### config.mk
export PLATFORM = sky130hd
export DESIGN_NAME = ipv6_address_text_formatter
export DESIGN_NICKNAME = d
export VERILOG_FILES = /design/src/ipv6fmt_pkg.sv /design/src/ipv6fmt_front.sv /design/src/ipv6fmt_queue.sv /design/src/ipv6fmt_back.sv /design/src/ipv6_address_text_formatter.sv
export SDC_FILE = /design/constraint.sdc
export NUM_CORES = 1
export LEC_CHECK = 0
export BUFFER_PORTS_ARGS = -buffer_cell sky130_fd_sc_hd__buf_2
export CAP_MARGIN = 30
export CORE_MARGIN = 4
export CORE_UTILIZATION = 32
export CTS_BUF_LIST = sky130_fd_sc_hd__clkbuf_8
export DETAILED_ROUTE_END_ITERATION = 10
export MAX_ROUTING_LAYER = met4
export PLACE_DENSITY = 0.57
export SLEW_MARGIN = 20
export SYNTH_ARGS = -nofsm -noshare
export SYNTH_HDL_FRONTEND = slang
export SYNTH_SLANG_ARGS = --single-unit
### constraint.sdc
create_clock -name i_clk -period 10.2 [get_ports i_clk]
set_clock_uncertainty 0.15 [all_clocks]
set_input_delay 0 -clock i_clk [delete_from_list [all_inputs] [get_ports i_clk]]
set_output_delay 0 -clock i_clk [all_outputs]
set_load 0.03 [all_outputs]
### src/ipv6fmt_pkg.sv
`timescale 1ns / 1ps
`default_nettype none

package ipv6fmt_pkg;

    localparam int unsigned AddrW  = 128;
    localparam int unsigned NumGrp = 8;
    localparam int unsigned QDepth = 2;

    localparam logic [7:0] ChColon = 8'h3a;
    localparam logic [7:0] ChDot   = 8'h2e;
    localparam logic [7:0] ChZero  = 8'h30;
    localparam logic [7:0] ChHexA  = 8'h57; // 'a' minus ten

    // one classified address on its way from front to back
    typedef struct packed {
        logic [AddrW-1:0] addr;      // byte 0 in the top bits
        logic             v4;        // dotted decimal form
        logic [3:0]       run_start; // 8 when no run is compressed
        logic [3:0]       run_len;
    } t_item;

    function automatic logic [15:0] get_group(input logic [AddrW-1:0] a, input logic [2:0] g);
        logic [15:0] r;
        r = '0;
        for (int k = 0; k < NumGrp; k++) begin
            if (g == 3'(k)) begin
                r = a[(NumGrp-1-k)*16 +: 16];
            end
        end
        return r;
    endfunction

    function automatic logic [7:0] get_v4_byte(input logic [31:0] w, input logic [1:0] b);
        logic [7:0] r;
        unique case (b)
            2'd0: r = w[31:24];
            2'd1: r = w[23:16];
            2'd2: r = w[15:8];
            default: r = w[7:0];
        endcase
        return r;
    endfunction

    // position of the most significant nonzero nibble, 0 for a zero group
    function automatic logic [1:0] lead_nib(input logic [15:0] g);
        logic [1:0] r;
        if (g[15:12] != 4'd0) r = 2'd3;
        else if (g[11:8] != 4'd0) r = 2'd2;
        else if (g[7:4] != 4'd0) r = 2'd1;
        else r = 2'd0;
        return r;
    endfunction

    function automatic logic [1:0] lead_dec(input logic [7:0] b);
        logic [1:0] r;
        if (b >= 8'd100) r = 2'd2;
        else if (b >= 8'd10) r = 2'd1;
        else r = 2'd0;
        return r;
    endfunction

    function automatic logic [7:0] hex_char(input logic [3:0] n);
        logic [7:0] r;
        if (n < 4'd10) r = ChZero + {4'd0, n};
        else r = ChHexA + {4'd0, n};
        return r;
    endfunction

    // decimal digit of a byte: d = 2 hundreds, 1 tens, 0 units
    function automatic logic [3:0] dec_digit(input logic [7:0] b, input logic [1:0] d);
        logic [1:0] h;
        logic [7:0] rem;
        logic [3:0] t;
        logic [7:0] u;
        logic [3:0] r;
        if (b >= 8'd200) h = 2'd2;
        else if (b >= 8'd100) h = 2'd1;
        else h = 2'd0;
        rem = b - 8'(h * 100);
        t = 4'd0;
        for (int k = 1; k < 10; k++) begin
            if (rem >= 8'(k * 10)) t = 4'(k);
        end
        u = rem - 8'(t * 10);
        unique case (d)
            2'd2: r = {2'd0, h};
            2'd1: r = t;
            default: r = u[3:0];
        endcase
        return r;
    endfunction

endpackage

`default_nettype wire

### src/ipv6fmt_front.sv
`timescale 1ns / 1ps
`default_nettype none

module ipv6fmt_front (
    input  wire logic                     i_valid,
    input  wire logic [127:0]             i_data,
    input  wire logic                     i_q_full,
    output logic                          o_ready,
    output logic                          o_push,
    output ipv6fmt_pkg::t_item            o_item
);
    import ipv6fmt_pkg::*;

    logic [63:0] hi, lo;
    logic        first12, mapped, zero_addr;
    logic [NumGrp-1:0] zg;
    logic [3:0] cur_len, cur_start, best_len, best_start;

    assign hi = i_data[63:0];
    assign lo = i_data[127:64];

    assign first12   = (hi == 64'd0) && (lo[63:32] == 32'd0);
    assign mapped    = (hi == 64'd0) && (lo[63:32] == 32'h0000_ffff);
    assign zero_addr = first12 && (lo[31:0] == 32'd0);

    always_comb begin
        for (int k = 0; k < NumGrp; k++) begin
            zg[k] = (get_group({hi, lo}, 3'(k)) == 16'd0);
        end
    end

    // first longest run of at least two zero groups
    always_comb begin
        cur_len    = 4'd0;
        cur_start  = 4'd0;
        best_len   = 4'd0;
        best_start = 4'(NumGrp);
        for (int k = 0; k < NumGrp; k++) begin
            if (zg[k]) begin
                if (cur_len == 4'd0) cur_start = 4'(k);
                cur_len = cur_len + 4'd1;
                if (cur_len > best_len && cur_len >= 4'd2) begin
                    best_len   = cur_len;
                    best_start = cur_start;
                end
            end else begin
                cur_len = 4'd0;
            end
        end
    end

    assign o_ready          = !i_q_full;
    assign o_push           = i_valid && !i_q_full;
    assign o_item.addr      = {hi, lo};
    assign o_item.v4        = mapped || (first12 && !zero_addr);
    assign o_item.run_start = best_start;
    assign o_item.run_len   = best_len;

endmodule

`default_nettype wire

### src/ipv6fmt_queue.sv
`timescale 1ns / 1ps
`default_nettype none

module ipv6fmt_queue (
    input  wire logic                     i_clk,
    input  wire logic                     i_rst_n,
    input  wire logic                     i_push,
    input  wire ipv6fmt_pkg::t_item       i_item,
    input  wire logic                     i_pop,
    output logic                          o_full,
    output logic                          o_valid,
    output ipv6fmt_pkg::t_item            o_item
);
    import ipv6fmt_pkg::*;

    t_item      r_mem [QDepth];
    logic       r_wp, r_rp;
    logic [1:0] r_cnt;

    always_ff @(posedge i_clk) begin
        if (i_push) begin
            r_mem[r_wp] <= i_item;
        end
    end

    always_ff @(posedge i_clk) begin
        if (!i_rst_n) begin
            r_wp  <= 1'b0;
            r_rp  <= 1'b0;
            r_cnt <= 2'd0;
        end else begin
            if (i_push) r_wp <= !r_wp;
            if (i_pop) r_rp <= !r_rp;
            if (i_push && !i_pop) r_cnt <= r_cnt + 2'd1;
            else if (!i_push && i_pop) r_cnt <= r_cnt - 2'd1;
        end
    end

    assign o_full  = (r_cnt == 2'(QDepth));
    assign o_valid = (r_cnt != 2'd0);
    assign o_item  = r_mem[r_rp];

endmodule

`default_nettype wire

### src/ipv6fmt_back.sv
`timescale 1ns / 1ps
`default_nettype none

module ipv6fmt_back (
    input  wire logic                     i_clk,
    input  wire logic                     i_rst_n,
    input  wire logic                     i_q_valid,
    input  wire ipv6fmt_pkg::t_item       i_q_item,
    output logic                          o_pop,
    output logic                          o_valid,
    input  wire logic                     i_ready,
    output logic [7:0]                    o_char,
    output logic                          o_last
);
    import ipv6fmt_pkg::*;

    typedef enum logic [2:0] {
        PH_DC1, PH_DC2, PH_SEP, PH_HEX, PH_DOT, PH_DEC
    } t_phase;

    // current item
    logic [127:0] r_addr;
    logic [3:0]   r_bs, r_bl;
    logic         r_busy, n_busy;
    t_phase       r_ph, n_ph;
    logic [2:0]   r_idx, n_idx;
    logic [1:0]   r_dig, n_dig;
    // output word
    logic         r_ovalid, n_ovalid;
    logic [7:0]   r_ochar, n_ochar;
    logic         r_olast, n_olast;

    logic         adv, ld;
    logic [7:0]   cur_char;
    logic         cur_last;
    t_phase       st_ph;
    logic [2:0]   st_idx;
    logic [1:0]   st_dig;
    logic [15:0]  grp_cur;
    logic [3:0]   nib;
    logic [7:0]   byte_cur;
    logic [3:0]   run_end;
    logic [3:0]   idx_inc;
    t_phase       ld_ph;
    logic [1:0]   ld_dig;

    assign grp_cur  = get_group(r_addr, r_idx);
    assign nib      = grp_cur[{r_dig, 2'b00} +: 4];
    assign byte_cur = get_v4_byte(r_addr[31:0], r_idx[1:0]);
    assign run_end  = r_bs + r_bl;
    assign idx_inc  = {1'b0, r_idx} + 4'd1;

    // emit the character of the current phase and find the step after it
    always_comb begin
        cur_char = ChColon;
        cur_last = 1'b0;
        st_ph    = r_ph;
        st_idx   = r_idx;
        st_dig   = r_dig;
        unique case (r_ph)
            PH_DC1: begin
                st_ph = PH_DC2;
            end
            PH_DC2: begin
                cur_last = (run_end == 4'(NumGrp));
                st_idx   = run_end[2:0];
                st_ph    = PH_HEX;
                st_dig   = lead_nib(get_group(r_addr, run_end[2:0]));
            end
            PH_SEP: begin
                st_ph  = PH_HEX;
                st_dig = lead_nib(grp_cur);
            end
            PH_HEX: begin
                cur_char = hex_char(nib);
                cur_last = (r_dig == 2'd0) && (r_idx == 3'(NumGrp - 1));
                if (r_dig != 2'd0) begin
                    st_dig = r_dig - 2'd1;
                end else begin
                    st_idx = idx_inc[2:0];
                    st_ph  = (idx_inc == r_bs) ? PH_DC1 : PH_SEP;
                end
            end
            PH_DOT: begin
                cur_char = ChDot;
                st_ph    = PH_DEC;
                st_dig   = lead_dec(byte_cur);
            end
            PH_DEC: begin
                cur_char = ChZero + {4'd0, dec_digit(byte_cur, r_dig)};
                cur_last = (r_dig == 2'd0) && (r_idx == 3'd3);
                if (r_dig != 2'd0) begin
                    st_dig = r_dig - 2'd1;
                end else begin
                    st_idx = idx_inc[2:0];
                    st_ph  = PH_DOT;
                end
            end
            default: begin
                cur_last = 1'b1;
            end
        endcase
    end

    // entry phase of the item at the queue head
    always_comb begin
        if (i_q_item.v4) begin
            ld_ph  = PH_DEC;
            ld_dig = lead_dec(i_q_item.addr[31:24]);
        end else if (i_q_item.run_start == 4'd0) begin
            ld_ph  = PH_DC1;
            ld_dig = 2'd0;
        end else begin
            ld_ph  = PH_HEX;
            ld_dig = lead_nib(i_q_item.addr[127:112]);
        end
    end

    assign adv   = r_busy && (!r_ovalid || i_ready);
    assign ld    = i_q_valid && (!r_busy || (adv && cur_last));
    assign o_pop = ld;

    always_comb begin
        n_busy   = r_busy;
        n_ph     = r_ph;
        n_idx    = r_idx;
        n_dig    = r_dig;
        n_ovalid = r_ovalid;
        n_ochar  = r_ochar;
        n_olast  = r_olast;
        if (adv) begin
            n_ovalid = 1'b1;
            n_ochar  = cur_char;
            n_olast  = cur_last;
            n_ph     = st_ph;
            n_idx    = st_idx;
            n_dig    = st_dig;
            if (cur_last) n_busy = 1'b0;
        end else if (r_ovalid && i_ready) begin
            n_ovalid = 1'b0;
        end
        if (ld) begin
            n_busy = 1'b1;
            n_ph   = ld_ph;
            n_idx  = 3'd0;
            n_dig  = ld_dig;
        end
    end

    always_ff @(posedge i_clk) begin
        if (ld) begin
            r_addr <= i_q_item.addr;
            r_bs   <= i_q_item.run_start;
            r_bl   <= i_q_item.run_len;
        end
    end

    always_ff @(posedge i_clk) begin
        if (!i_rst_n) begin
            r_busy   <= 1'b0;
            r_ph     <= PH_DC1;
            r_idx    <= 3'd0;
            r_dig    <= 2'd0;
            r_ovalid <= 1'b0;
            r_ochar  <= 8'd0;
            r_olast  <= 1'b0;
        end else begin
            r_busy   <= n_busy;
            r_ph     <= n_ph;
            r_idx    <= n_idx;
            r_dig    <= n_dig;
            r_ovalid <= n_ovalid;
            r_ochar  <= n_ochar;
            r_olast  <= n_olast;
        end
    end

    assign o_valid = r_ovalid;
    assign o_char  = r_ochar;
    assign o_last  = r_olast;

endmodule

`default_nettype wire

### src/ipv6_address_text_formatter.sv
`timescale 1ns / 1ps
`default_nettype none
// ipv6 address to text, one ascii character per output word
// input stream: one 128-bit address per word, {addr_low, addr_high} in tdata
// output stream: one character per word in tdata, tlast on the final one
// text is dotted decimal for ipv4-mapped and ipv4-compatible addresses,
// otherwise lowercase hex, the first longest run of two or more zero groups as "::"
// an address gives 2 to 39 characters, one per cycle while the sink is ready
// back to back addresses stream with no gap between their texts
// an accepted address is queued and loaded into the sequencer before its first character shows
// a classifier finds the form and the zero run as the address arrives and
// writes it into a two-entry queue; the sequencer drains the queue
// input ready drops only when the queue is full
// when the sink stalls, the output word holds and the sequencer waits
// reset empties the queue and drops the output valid

module ipv6_address_text_formatter (
    input  wire logic         i_clk,
    input  wire logic         i_rst_n,
    input  wire logic         i_s_axis_tvalid,
    output logic              o_s_axis_tready,
    input  wire logic [127:0] i_s_axis_tdata,  // addr_high [63:0], addr_low [127:64]
    output logic              o_m_axis_tvalid,
    input  wire logic         i_m_axis_tready,
    output logic [7:0]        o_m_axis_tdata,  // text_char [7:0]
    output logic              o_m_axis_tlast   // last_char
);
    import ipv6fmt_pkg::*;

    logic  push, pop, q_full, q_valid;
    t_item fr_item, q_item;

    // classify the word and queue it
    ipv6fmt_front u_front (
        .i_valid  (i_s_axis_tvalid),
        .i_data   (i_s_axis_tdata),
        .i_q_full (q_full),
        .o_ready  (o_s_axis_tready),
        .o_push   (push),
        .o_item   (fr_item)
    );

    ipv6fmt_queue u_queue (
        .i_clk   (i_clk),
        .i_rst_n (i_rst_n),
        .i_push  (push),
        .i_item  (fr_item),
        .i_pop   (pop),
        .o_full  (q_full),
        .o_valid (q_valid),
        .o_item  (q_item)
    );

    // character sequencer with registered output word
    ipv6fmt_back u_back (
        .i_clk     (i_clk),
        .i_rst_n   (i_rst_n),
        .i_q_valid (q_valid),
        .i_q_item  (q_item),
        .o_pop     (pop),
        .o_valid   (o_m_axis_tvalid),
        .i_ready   (i_m_axis_tready),
        .o_char    (o_m_axis_tdata),
        .o_last    (o_m_axis_tlast)
    );

endmodule

`default_nettype wire

==> flow_summary.yaml <==
grt:
  grtUsageTotal: 0.175
  grt_first_pass_wirelength_um: 87900
  grt_pass1_vias: 15000
  grt_max_degree: 75
  grt_antenna_before_repair: 2
  grt.overflow.total: 0
power_and_ir_drop:
  leakagePower_nw: 9.39
  power_frac_seq: 0.423
  swShare: 0.368
  p_sw_w: 0.00239
  p_clk_frac: 0.225
  p_int_w: 0.00412
  power_density_nw_per_um2: 249
  p_comb_frac: 0.352
  ir_drop_mv: 0.147
yosys:
  synthArstFlopShare: 0
  synth_edf_count: 410
  synth.net_count: 1683
  ys_ff_latch: 433
  synthCells: 1493
  syn_area_um2: 20300
  synth_top_area_frac: 0.607
  ys_warn_count: 0
  yosys.area.top_type: "edfxtp_1"
  yosysSeqAreaShare: 0.630
  synth.avg_cell_area_um2: 13.6
  synthFlopType: "edfxtp_1"
  synth.area.top_cells: "edfxtp_1, mux2_2, ha_1"
  yosysUniqueCellTypes: 87
sta:
  finalMaxSlewViolations: 0
  max_freq_mhz: 104
  rsz0062_at_grt: "no"
  slew_headroom: 0.372
  tightest_slew_ns: 0.942
  min_period_over_period: 0.939
  fin_crit_ns: 9.58
  setup_violations: 0
  fin_ws_ns: 0.622
  finalHoldWorstSlack_ns: 0.178
  tns_ns: 0
  final_hold_viol_count: 0
layout:
  final_cell_mix: "edfxtp_1, dlygate4sd3_1, buf_2, mux2_2, nand2_1"
  drive_gt1_frac: 0.226
  area.growth.synth_to_final_pct: 29.1
  final_common_cell: "edfxtp_1"
  nFillCells: 5850
  multiInputGateArea_um2: 7090
  seqCellArea_um2: 12800
  final_net_count: 2133
  finalInstanceArea_um2: 26200
floorplanning:
  core_um2: 62900
  io_pins: 143
  dieWidth_um: 260
  die_y_um: 260
  die-area_um2: 67400
  num_rows: 92
  initial_core_util: 0.323
critical_path:
  worst-setup-path-type: "primary input to register"
  reg2reg_from: "u_back.r_idx[0]$_SDFFE_PP0P_"
  slowest_stage: "dlygate4sd3_1"
  worst-endpoint-required_ns: 10.52
  cp.arrival_ns: 9.90
  crit_top_cell: "o21a_1"
  r2r_slack_ns: 3.36
  critical_path.max_stage_delay_ns: 0.54
  worst_setup_path_end_kind: "register"
  worstReg2RegEnd: "u_back.o_char[3]$_SDFFE_PN0P_"
  critPathMaxFanout: 7
  start_kind: "primary input"
  reg2reg_depth: 25
clocking:
  numCtsBuffers: 75
  clkSinkCount: 433
  path_clk_slew_ns: 0.05
  clockBufferDepth: 3
  postCtsSetupBuffers: 0
  cts-root-buf: "clkbuf_8"
  cts_tree: "yes"
  worst_skew_pair.late_latency_ns: 0.65
  htree_levels: 3
place:
  hpwl_um: 39900
  dp_worst_setup_slack_ns: 0.341
  dpl_cell_area_um2: 22100
  port_buffers: 141
  gp_congestion: 0.938
route:
  drc: 0
  vias: 14700
  avgViaCountPerCell: 5.18
  drt_iter0_drc: 1247
  drt_pass1_iterations: 6
  wl_um: 58500
  drt.antenna.violating_nets: 0
  drt-wirelength-per-cell_um: 20.6
job:
  cap_violations: 0
hold_path:
  worstHoldPathCells: 2
  hold_start: "i_s_axis_tdata[104]"
  hold_class: "primary input to register"
  worstHoldEndpoint: "u_queue.r_mem[1][49]$_DFFE_PP_"
outcome:
  run_status: "finished clean"
## power by group through the flow
stage,combinational [W],clock [W],sequential (W)
finish,0.00229,0.00146,0.00275
global route,0.00250,0.00160,0.00278
CTS,0.00223,0.00151,0.00276
detailed placement,0.00214,0,0.00279
global placement,0.00211,0,0.00278
floorplan,0.00151,0,0.00270
## metrics by stage
stage	utilization	cells	total power [W]
global placement	0.351	2450	0.00489
finish	0.417	2842	0.00651
floorplan	-	1493	0.00421
detailed placement	0.351	2450	0.00493
global route	0.417	2842	0.00688
CTS	0.414	2837	0.00651
## how the worst max path moves through the flow
stage / start / end / cells past startpoint / slack, ns
4_1_cts: i_s_axis_tdata[50] / u_queue.r_mem[1][5]$_DFFE_PP_ / 52 / 0.50
3_3_place_gp: i_s_axis_tdata[34] / u_queue.r_mem[0][0]$_DFFE_PP_ / 49 / 0.60
5_1_grt: i_s_axis_tdata[33] / u_queue.r_mem[0][4]$_DFFE_PP_ / 53 / 0.05
2_1_floorplan: i_s_axis_tdata[42] / u_queue.r_mem[0][0]$_DFFE_PP_ / 50 / 0.94
3_5_place_dp: i_s_axis_tdata[34] / u_queue.r_mem[0][5]$_DFFE_PP_ / 50 / 0.34
6_report: i_s_axis_tdata[34] / u_queue.r_mem[1][5]$_DFFE_PP_ / 53 / 0.62
## routing by layer
layer / share of wire / global-route usage
met5: 0 / -
met2: 0.51 / 0.300
met1: 0.41 / 0.208
met4: 0.025 / 0.0603
met3: 0.052 / 0.0307
## logic make-up (layout without fill, tap and decap cells)
kind of cell    after synthesis  in the layout  synth area share
other cells                   1              3          0.000185
mux                         168            168            0.0936
compound gates              299            299             0.106
buf+inv                     124            625            0.0234
xor+xnor                     21             21           0.00944
fa+ha+maj                    58             58            0.0369
flops                       433            433             0.630
simple gates                389            389             0.100
## Yosys cell counts, types with 17 or more instances
cell type    n
a211oi_1    18
a21oi_1     55
a221oi_1    18
a31oi_1     17
and2_1      19
clkbuf_1    53
dfxtp_1     23
edfxtp_1   410
ha_1        55
inv_1       59
mux2_2     140
mux2i_1     23
nand2_1    103
nand3_1     20
nand4_1     19
nor2_1      73
nor3_1      25
nor4_1      45
o21ai_0     51
## cell type report
class                           count  share of cell area
Clock inverter                     50              0.0115
Multi-Input combinational cell    936               0.271
Tap cell                          846              0.0404
Antenna cell                        2            0.000191
Inverter                           61             0.00884
Timing Repair Buffer              436               0.139
Sequential cell                   433               0.488
Clock buffer                       78              0.0410
## sequential cells by signal, indices dropped and copies added, names as in the netlist, named ones only
name	count
u_queue.r_rp	1
u_back.r_idx	3
u_back.r_ph	3
u_queue.r_mem	274
u_queue.r_wp	1
u_back.o_valid	1
u_back.r_bl	4
u_back.o_last	1
u_back.r_dig	2
u_back.r_busy	1
u_back.o_char	7
u_queue.r_cnt	2
u_back.r_bs	4
u_back.r_addr	128
## worst max-delay path, delay by kind of cell
kind                     cells  cell delay (ns)
multiplexers                 5             1.33
AND/OR/NAND/NOR             11             2.03
AO/OA/AOI/OAI               21             3.26
adder cells (fa/ha/maj)      7             1.72
buffers and inverters        9             1.53
## repair_timing
| item | CTS | global route |
|---|---|---|
| hold buffers | 259 | 0 |
| endpoints found under the setup margin | 0 | 14 |
| endpoints found under the hold margin | 311 | 0 |
| resized for setup | 0 | 14 |
(Power assumes the default switching activity.)
